$ cat config.mk
export PLATFORM = sky130hd
export DESIGN_NAME = dqpi_merge
export DESIGN_NICKNAME = d
export VERILOG_FILES = /design/src/dqpi_pkg.sv /design/src/dqpi_merge.sv
export SDC_FILE = /design/constraint.sdc
export NUM_CORES = 1
export LEC_CHECK = 0
export BUFFER_PORTS_ARGS = -buffer_cell sky130_fd_sc_hd__buf_2
export CAP_MARGIN = 5
export CELL_PAD_IN_SITES_DETAIL_PLACEMENT = 0
export CELL_PAD_IN_SITES_GLOBAL_PLACEMENT = 2
export CORE_MARGIN = 1
export CORE_UTILIZATION = 39
export DETAILED_ROUTE_END_ITERATION = 8
export PLACE_DENSITY_LB_ADDON = 0.25
export SETUP_SLACK_MARGIN = 0.1
export SLEW_MARGIN = 10
export SYNTH_ARGS = -nofsm -noshare
export SYNTH_HDL_FRONTEND = slang
export SYNTH_SLANG_ARGS = --single-unit
$ cat constraint.sdc
create_clock -name clock -period 13.7 [get_ports clock]
set_input_delay 2.74 -clock clock [delete_from_list [all_inputs] [get_ports clock]]
set_output_delay 2.74 -clock clock [all_outputs]
set_load 0.03 [all_outputs]
$ cat src/dqpi_pkg.sv
// ----------------------------------------------------------------------------
// dqpi_pkg
// Shared types and constants of the dq current PI controller with circular
// modulation limit.
// ----------------------------------------------------------------------------
package dqpi_pkg;

   localparam int SAMPLE_WIDTH = 16;
   localparam int ACC_WIDTH    = 32;
   localparam int GAIN_WIDTH   = 16;
   localparam int RADIUS_WIDTH = 15;
   localparam int MOD_WIDTH    = 32;
   localparam int OUT_WIDTH    = 16;
   localparam int SQ_WIDTH     = 64;
   localparam int MAG_WIDTH    = 32;
   localparam int QUOT_WIDTH   = 16;
   localparam int SQRT_STEPS   = 32;
   localparam int DIV_STEPS    = 16;
   localparam int CNT_WIDTH    = 5;
   localparam int CSR_IDX_WIDTH = 3;

   localparam logic [GAIN_WIDTH-1:0] DECAY_Q16 = 16'd64881;

   localparam logic [CSR_IDX_WIDTH-1:0] CSR_Q_PROP_GAIN  = 3'd0;
   localparam logic [CSR_IDX_WIDTH-1:0] CSR_Q_INT_GAIN   = 3'd1;
   localparam logic [CSR_IDX_WIDTH-1:0] CSR_D_PROP_GAIN  = 3'd2;
   localparam logic [CSR_IDX_WIDTH-1:0] CSR_D_INT_GAIN   = 3'd3;
   localparam logic [CSR_IDX_WIDTH-1:0] CSR_VOLT_TO_MOD  = 3'd4;
   localparam logic [CSR_IDX_WIDTH-1:0] CSR_MOD_RADIUS   = 3'd5;

   localparam logic [GAIN_WIDTH-1:0]   RST_PROP_GAIN = 16'd256;
   localparam logic [GAIN_WIDTH-1:0]   RST_INT_GAIN  = 16'd0;
   localparam logic [GAIN_WIDTH-1:0]   RST_SCALE     = 16'd4096;
   localparam logic [RADIUS_WIDTH-1:0] RST_RADIUS    = 15'd7094;

   typedef struct packed {
      logic signed [SAMPLE_WIDTH-1:0] q_target;
      logic signed [SAMPLE_WIDTH-1:0] d_target;
      logic signed [SAMPLE_WIDTH-1:0] q_measured;
      logic signed [SAMPLE_WIDTH-1:0] d_measured;
   } req_data_type;

   typedef struct packed {
      logic signed [OUT_WIDTH-1:0] q_modulation;
      logic signed [OUT_WIDTH-1:0] d_modulation;
      logic                        limited;
   } rsp_data_type;

   typedef enum logic [3:0] {
      LOP_NONE,
      LOP_LOAD,
      LOP_MUL_KP,
      LOP_MUL_KI,
      LOP_SUM,
      LOP_MUL_SCALE,
      LOP_MOD,
      LOP_MUL_SQ,
      LOP_MUL_RAD,
      LOP_DIV_LOAD,
      LOP_DIV_STEP,
      LOP_MUL_DECAY,
      LOP_DECAY,
      LOP_ACCUM
   } lane_op_type;

   typedef struct packed {
      lane_op_type op;
   } lane_ctl_type;

   typedef struct packed {
      logic sum_load;
      logic sqrt_load;
      logic sqrt_step;
   } merge_ctl_type;

   typedef enum logic [3:0] {
      ST_IDLE,
      ST_MUL_KP,
      ST_MUL_KI,
      ST_SUM,
      ST_MUL_SCALE,
      ST_MOD,
      ST_MUL_SQ,
      ST_TEST,
      ST_CMP,
      ST_SQRT,
      ST_DIV_LOAD,
      ST_DIV,
      ST_MUL_DECAY,
      ST_DECAY,
      ST_ACCUM,
      ST_OUT
   } state_type;

endpackage

$ cat src/dqpi_merge.sv
// ----------------------------------------------------------------------------
// dqpi_merge
// Combines the two lanes: sum of squares, limit test against the radius and
// a bit-serial square root of the sum of squares, giving the magnitude.
// ----------------------------------------------------------------------------
module dqpi_merge (
   input  logic                                   clock,
   input  logic                                   reset,
   input  dqpi_pkg::merge_ctl_type                ctl,
   input  logic [dqpi_pkg::SQ_WIDTH-1:0]          q_sq,
   input  logic [dqpi_pkg::SQ_WIDTH-1:0]          d_sq,
   input  logic [dqpi_pkg::RADIUS_WIDTH-1:0]      radius,
   output logic                                   over,
   output logic                                   limited,
   output logic [dqpi_pkg::MAG_WIDTH-1:0]         mag
);

   localparam int SW = dqpi_pkg::SQ_WIDTH;
   localparam int RW = 2 * dqpi_pkg::RADIUS_WIDTH;

   logic [SW-1:0] sum_ff, sum_in;
   logic [RW-1:0] radsq_ff;
   logic          lim_ff, lim_in;
   logic [SW-1:0] v_ff, v_in;
   logic [SW-1:0] res_ff, res_in;
   logic [SW-1:0] bit_ff, bit_in;
   logic [SW-1:0] trial;

   always_comb begin
      over   = sum_ff > {{(SW-RW){1'b0}}, radsq_ff};
      trial  = res_ff + bit_ff;
      sum_in = sum_ff;
      lim_in = lim_ff;
      v_in   = v_ff;
      res_in = res_ff;
      bit_in = bit_ff;
      if (ctl.sum_load) begin
         sum_in = q_sq + d_sq;
      end
      if (ctl.sqrt_load) begin
         lim_in = over;
         v_in   = sum_ff;
         res_in = '0;
         bit_in = {2'b01, {(SW-2){1'b0}}};
      end else if (ctl.sqrt_step) begin
         bit_in = bit_ff >> 2;
         if (v_ff >= trial) begin
            v_in   = v_ff - trial;
            res_in = (res_ff >> 1) + bit_ff;
         end else begin
            res_in = res_ff >> 1;
         end
      end
   end

   always_ff @(posedge clock) begin
      if (reset) begin
         lim_ff <= 1'b0;
      end else begin
         lim_ff <= lim_in;
      end
   end

   always_ff @(posedge clock) begin
      sum_ff   <= sum_in;
      radsq_ff <= radius * radius;
      v_ff     <= v_in;
      res_ff   <= res_in;
      bit_ff   <= bit_in;
   end

   assign limited = lim_ff;
   assign mag     = res_ff[dqpi_pkg::MAG_WIDTH-1:0];

endmodule

==> out/metrics.csv, run 1 <==
metric,value,unit
status,finished clean,
"Avg Cell Area, Syn",8.34,um2
GP Congestion,0.885,
WL met1,40400,um
achievable frequency,0.113,GHz
critical path class,primary input to flop,
vias in the first global route,23900,
"EDFF count, synth",128,
Tmin final,8.84,ns
R2R cell count,25,
Post-CTS Repair Setup Buffers,0,
overall routing resource usage,0.216,
worst-margin pin slew,0.965,ns
dpl hpwl,64600,um
Critical Path Sink,radsq_ff[28],
"commonest non-fill, non-tap cells in the layout","nand2_1, ha_1, inv_1, nor2_1, a21oi_1",
post-route clock period utilization,0.645,
"Clk Latency, worst-skew pair",0.60,ns
fraction of registers with async set or reset after synthesis,0,
Setup TNS Final,0,ns
total power,6.09,mW
RSZ-0062 raised after global routing,no,
"Reg clk slew, reported paths",0.06,ns
P per Cell Area,199,nW/um2
Cell variety after synth,91,
worst min-delay path category,flop to flop,
DR WL met2,35100,um
largest net degree at the start of global routing,78,
remaining global-route overflow,0,
Core ar.,71500,um2
CTS tree,yes,
die span in y,271,um
Final setup viols,0,
hold buffers post-CTS,0,
drt drc,0,
Vias,24000,
I/O pin cnt,182,
Post-Syn Instances,3375,
fraction of layout cells with a size suffix above 1,0.0880,
H-tree depth,1,
Die X,271,um
CTS resizes,0,
root buf cell,clkbuf_16,
Slew headroom,0.357,
Peak VDD IR,0.168,mV
Site Rows,98,
Synthesized Nets,3972,
top_reg_cell synth,edfxtp_1,
"leading cell type in the layout, fill and taps excluded",nand2_1,
max-slew violations,0,
Max-Cap Viols,0,
Antenna Nets Post-Route,0,
layout net count,4015,
Iter 0 DRT Violations,1414,
worst hold slack,0.450,ns
"Cell Area, Synth",28200,um2
initial antenna violation count,4,
Clock Skew,0.0123,ns
initial cell density of the core,0.394,
"Seq/Total Area, Yosys",0.226,
Setup crit end kind,flop,
drt via density,5.45,
wire length per cell,18.3,um
CP required,14.22,ns
Fin. Hold Viols,0,
port bufs,181,
fin util,0.427,
final WL,80500,um
CTS Buffer Depth,3,
r2r endpoint,res_ff[40],
top routing layer in use,met4,
Layout fillers,7235,
Synth Register Bits,254,
TritonCTS buffer count,31,
Yosys Warn Count,0,
router iterations before antenna repair,5,
Area Overhead vs Synth,8.45,%
reg2reg setup slack,6.84,ns
Hold Path Origin,limited,
DR WL met3,3010,um
Crit Reg-Reg Startpoint,res_ff[6],
element type at the critical path start,primary input,
worst-path fanout max,14,
# clock sinks,254,
Die Area,73300,um2
CP Launch Point,radius[2],
first-pass GRT wire length,130000,um
Leakage,13.4,nW
arrival time worst endpoint,9.36,ns
## power by group
part	internal [mW]	total [mW]	leakage, nW	switching, mW
registers	1.10	1.26	2.31	0.157
clock network	0.459	0.817	0.472	0.359
logic	1.65	4.01	10.6	2.36
## cells by family (layout without fill, tap and decap cells)
kind of cell | Yosys count | after routing | share of synthesized area
AO/OA/AOI/OAI | 909 | 909 | 0.212
XOR/XNOR | 248 | 248 | 0.0771
adder cells (fa/ha/maj) | 449 | 449 | 0.236
buffers and inverters | 465 | 533 | 0.0667
flip-flops | 254 | 254 | 0.226
multiplexers | 49 | 49 | 0.0177
other | 0 | 3 | 0
AND/OR/NAND/NOR | 1001 | 1001 | 0.165
## critical path, cell delays in order
cell	delay (ns)
buf_2	0.20
and2_1	0.23
fa_1	0.55
inv_1	0.06
fa_1	0.53
inv_1	0.05
fa_1	0.50
inv_1	0.05
fa_1	0.52
inv_1	0.05
fa_1	0.47
inv_1	0.05
fa_1	0.47
inv_1	0.04
ha_1	0.34
a21o_1	0.18
a21o_1	0.18
a2111oi_0	0.53
a21boi_0	0.29
a41o_1	0.32
o21bai_1	0.17
a21boi_1	0.10
nor2_1	0.15
o21ai_1	0.10
o41ai_1	0.31
xnor2_1	0.16
## state kept, by name, summed over array words and instances, names as in the netlist
name,cells
res_ff,64
v_ff,64
limited,1
sum_ff,64
bit_ff,32
radsq_ff,29
## cell usage after synthesis, types with 7 or more instances
master | number | share of area
nor3_1 | 39 | 0.0069
a211oi_1 | 44 | 0.012
xor2_1 | 97 | 0.030
buf_4 | 33 | 0.0088
nor4_1 | 22 | 0.0049
a31oi_1 | 76 | 0.017
o21bai_1 | 47 | 0.013
nor2b_1 | 36 | 0.0080
o211ai_1 | 12 | 0.0032
a31o_2 | 16 | 0.0050
fa_1 | 137 | 0.097
a21oi_1 | 211 | 0.038
a221oi_1 | 7 | 0.0022
o21a_1 | 25 | 0.0067
clkbuf_1 | 135 | 0.018
xnor2_1 | 151 | 0.047
and3_1 | 19 | 0.0042
nand2_1 | 349 | 0.047
o31ai_1 | 18 | 0.0048
a21o_1 | 113 | 0.030
o31a_1 | 9 | 0.0028
o21ai_0 | 207 | 0.037
inv_1 | 283 | 0.038
or2_2 | 8 | 0.0018
nor2_1 | 275 | 0.037
and2_1 | 55 | 0.012
mux2i_1 | 43 | 0.015
nand4_1 | 73 | 0.016
ha_1 | 312 | 0.14
or4_1 | 7 | 0.0019
edfxtp_1 | 128 | 0.14
nand2b_1 | 19 | 0.0042
a311oi_1 | 18 | 0.0056
dfxtp_1 | 126 | 0.090
or3_1 | 17 | 0.0038
o21ai_1 | 9 | 0.0016
nand3_1 | 63 | 0.011
a21boi_0 | 7 | 0.0019
## metrics by stage
stage	instance area [um2]	worst slack, ns	cells
final	30500	4.86	4396
after global routing	30500	4.27	4396
after CTS	30500	4.87	4393
after detailed placement	29500	4.28	4335
after global placement	29500	4.27	4335
after floorplan	28200	3.83	3375
## worst min-delay path by stage
stage          cells past startpoint        end  slack (ns)
2_1_floorplan                      2  res_ff[0]        0.48
3_3_place_gp                       2    limited        0.44
3_5_place_dp                       2    limited        0.45
4_1_cts                            2    limited        0.46
5_1_grt                            2    limited        0.50
6_report                           2    limited        0.45
## routing by layer
metal,vias to the layer above,GRT usage
li1,12000,-
met2,502,0.344
met3,98,0.0175
met5,-,0
met1,11300,0.312
met4,0,0.0581
## area by class of cell
| cell class | count | area (um2) | share of cell area |
|---|---|---|---|
| diodes | 3 | 7.51 | 0.000246 |
| clock buffers | 39 | 806 | 0.0264 |
| clock inverters | 19 | 180 | 0.00590 |
| inverters | 283 | 1060 | 0.0348 |
| multi-input cells | 2656 | 19900 | 0.653 |
| flip-flops and latches | 254 | 6370 | 0.208 |
| well taps | 950 | 1190 | 0.0389 |
| repair buffers | 192 | 997 | 0.0327 |
(Power assumes the default switching activity.)
==> run 2, diff against run 1 <==
ABC_AREA = 1   (was default)
CORE_UTILIZATION = 32   (was 39)
clock period = 8.1 ns   (was 13.7 ns; I/O delays follow)
==> run 2 against run 1 <==
Compared with the run above: design area grew 23%; clock skew increased by 0.025 ns; worst setup slack lost 3.3 ns; die area is 49% higher; critical endpoint is now radsq_ff[21]; register-to-register slack worse by 4.6 ns; total power up 140%; synthesized area grew 23%; largest cell class unchanged.
==> out/metrics.csv, run 2 <==
metric,value,unit,change
routing usage on met3,0.0168,,-0.000716
root buf cell,clkbuf_16,,
remaining global-route overflow,0,,unchanged
met1 GRT Util,0.308,,-0.00422
Core ar.,107000,um2,+50%
Leakage,18.3,nW,+36%
# clock sinks,254,,unchanged
top_reg_cell synth,edfxtp_1,,
hold depth,2,,unchanged
max-slew violations,0,,unchanged
Max-Cap Viols,0,,unchanged
Fin. Hold Viols,0,,unchanged
"Clk Latency, worst-skew pair",0.60,ns,about the same
Site Rows,120,,+22%
Final Non-Filler Cells,7016,,+60%
Cell variety after synth,52,,-43%
dpl hpwl,118000,um,+82%
Yosys Warn Count,0,,unchanged
Crit Reg-Reg Startpoint,res_ff[14],,
Iter 0 DRT Violations,1846,,+31%
R2R cell count,22,,-12%
Die X,331,um,+22%
"Avg Cell Area, Syn",6.29,um2,-25%
Die Area,109000,um2,+49%
critical path class,primary input to flop,,
first-pass GRT wire length,206000,um,+59%
TritonCTS buffer count,36,,+16%
P per Cell Area,388,nW/um2,+95%
Vias,34300,,+43%
"commonest non-fill, non-tap cells in the layout","nand2_1, inv_1, nor2_1, nand3_1, a21oi_1",,
CTS Buffer Depth,3,,unchanged
largest cells by area after synthesis,"nand2_1, ha_1, edfxtp_1",,
placed insts,6951,,+60%
Final setup viols,0,,unchanged
Hold Path Origin,res_ff[0],,
die span in y,331,um,+22%
CP required,8.56,ns,-5.66 ns
Clock Skew,0.0374,ns,+0.0252 ns
arrival time worst endpoint,7.03,ns,-2.33 ns
r2r endpoint,v_ff[8],,
Area Overhead vs Synth,9.08,%,
hold buffers post-CTS,0,,unchanged
reg2reg setup slack,2.26,ns,-4.58 ns
Hold EP,res_ff[0],,
post-route clock period utilization,0.811,,
Largest regs,"res_ff (64), sum_ff (64), v_ff (64)",,
CTS tree,yes,,
Peak VDD IR,0.309,mV,+84%
"leading cell type in the layout, fill and taps excluded",nand2_1,,
M2 GR Usage,0.456,,+0.112
initial cell density of the core,0.323,,-0.0712
area of the multi-input gates,23800,um2,+19%
element type at the critical path start,primary input,,
total power,14.6,mW,+140%
ant diodes,0,,-3
port bufs,181,,unchanged
CTS resizes,0,,unchanged
fraction of layout cells with a size suffix above 1,0.0579,,-0.0301
H-tree depth,2,,+1
worst-margin pin slew,1.06,ns,+0.0946 ns
pre-CTS setup slack,0.945,ns,-3.34 ns
"Reg clk slew, reported paths",0.06,ns,about the same
Layout fillers,12100,,+68%
Tmin final,6.57,ns,
top-count cell post-synth,nand2_1,,
initial antenna violation count,0,,-4
I/O pin cnt,182,,unchanged
achievable frequency,0.152,GHz,
Post-CTS Repair Setup Buffers,0,,unchanged
sequential cell area,6370,um2,unchanged
Post-Syn Instances,5490,,+63%
synth cell count leaders,"nand2_1, inv_1, nor2_1, nand3_1, a21oi_1",,
overall routing resource usage,0.251,,+0.0352
wire length per cell,19.8,um,+8.2%
Synthesized Nets,6087,,+53%
fin worst setup slack,1.53,ns,-3.33 ns
"EDFF count, synth",128,,unchanged
Antenna Nets Post-Route,0,,unchanged
status,finished clean,,
vias in the first global route,34800,,+46%
cell accounting for the most synthesized area,nand2_1,,
worst-path fanout max,15,,+1
router iterations before antenna repair,8,,+3
"Cell Area, Synth",34500,um2,+23%
final WL,139000,um,+73%
drt via density,4.89,,-10%
RSZ-0062 raised after global routing,no,,
GP Congestion,0.926,,+4.6%
Setup crit end kind,flop,,
largest net degree at the start of global routing,77,,-1.3%
Synth top area share,0.174,,+0.0352
Setup TNS Final,0,ns,unchanged
fraction of registers with async set or reset after synthesis,0,,unchanged
GR peak layer,met2,,
drt drc,0,,unchanged
worst min-delay path category,flop to flop,,
Synth Register Bits,254,,unchanged
"Seq/Total Area, Yosys",0.184,,-0.0418
Slew headroom,0.294,,-0.0631
layout net count,6183,,+54%
run 2: cell types whose count changed after synthesis, sizes merged, moves of 82 or more:
cell    previous run  this run
nand2            349      1620
nand3             63       360
clkbuf           137        50
xnor2            151        67
a21o             113        31
inv              283       938
nor2             276       635
a21oi            214       347
run 2: critical path, cell delays in order:
cell and delay [ns]:
buf_2 0.22, nand2_1 0.15, inv_1 0.07, fa_1 0.53, inv_1 0.05, fa_1 0.53, inv_1 0.06, fa_1 0.51
inv_1 0.06, fa_1 0.52, inv_1 0.05, fa_1 0.48, inv_1 0.05, fa_1 0.48, inv_1 0.04, ha_1 0.38
nand4_1 0.15, o21ai_0 0.54, nand3_1 0.20, nor2_1 0.13, nor2_1 0.06, xnor2_1 0.12
run 2: per-layer routing:
| layer | up-vias | wire length [um] | part of all wire |
|---|---|---|---|
| li1 | 17600 | - | - |
| met1 | 15800 | 59900 | 0.43 |
| met2 | 703 | 68900 | 0.50 |
| met3 | 197 | 4240 | 0.030 |
| met4 | 0 | 5840 | 0.042 |
| met5 | - | 0 | 0 |
run 2: cell families (layout without fill, tap and decap cells):
group | Yosys count | in the layout | synth area share
simple gates | 2786 | 2786 | 0.331
flops | 254 | 254 | 0.184
xor+xnor | 185 | 185 | 0.0469
buf+inv | 1076 | 1199 | 0.127
compound gates | 740 | 740 | 0.119
fa+ha+maj | 449 | 449 | 0.192
run 2: stage by stage:
stage / instance area [um2] / util / hold slack [ns]
detailed placement: 36500 / 0.341 / 0.480
finish: 37700 / 0.352 / 0.498
floorplan: 34500 / - / 0.463
global placement: 36500 / 0.341 / 0.484
global route: 37700 / 0.352 / 0.521
CTS: 37700 / 0.352 / 0.494
run 2: worst max-delay path by stage:
stage,startpoint,end,slack [ns],cells after the start
6_report,radius[8],radsq_ff[21],1.53,22
5_1_grt,radius[8],radsq_ff[28],1.15,25
4_1_cts,radius[8],radsq_ff[21],1.56,22
3_5_place_dp,radius[8],radsq_ff[21],0.94,22
3_3_place_gp,radius[8],radsq_ff[21],0.98,22
2_1_floorplan,radius[12],radsq_ff[23],1.39,20
run 2: power breakdown:
group / leakage (nW) / internal [mW] / total, mW / switching (mW)
Combinational: 15.4 / 3.55 / 10.4 / 6.81
Clock: 0.565 / 0.914 / 1.64 / 0.722
Sequential: 2.31 / 1.97 / 2.62 / 0.647
Total: 18.3 / 6.43 / 14.6 / 8.18
run 2: final cells by class:
type / count / share of cell area
repair buffers: 195 / 0.0272
well taps: 1403 / 0.0466
inverters: 939 / 0.0936
flip-flops and latches: 254 / 0.169
clock buffers: 41 / 0.0247
clock inverters: 24 / 0.00731
multi-input cells: 4160 / 0.632
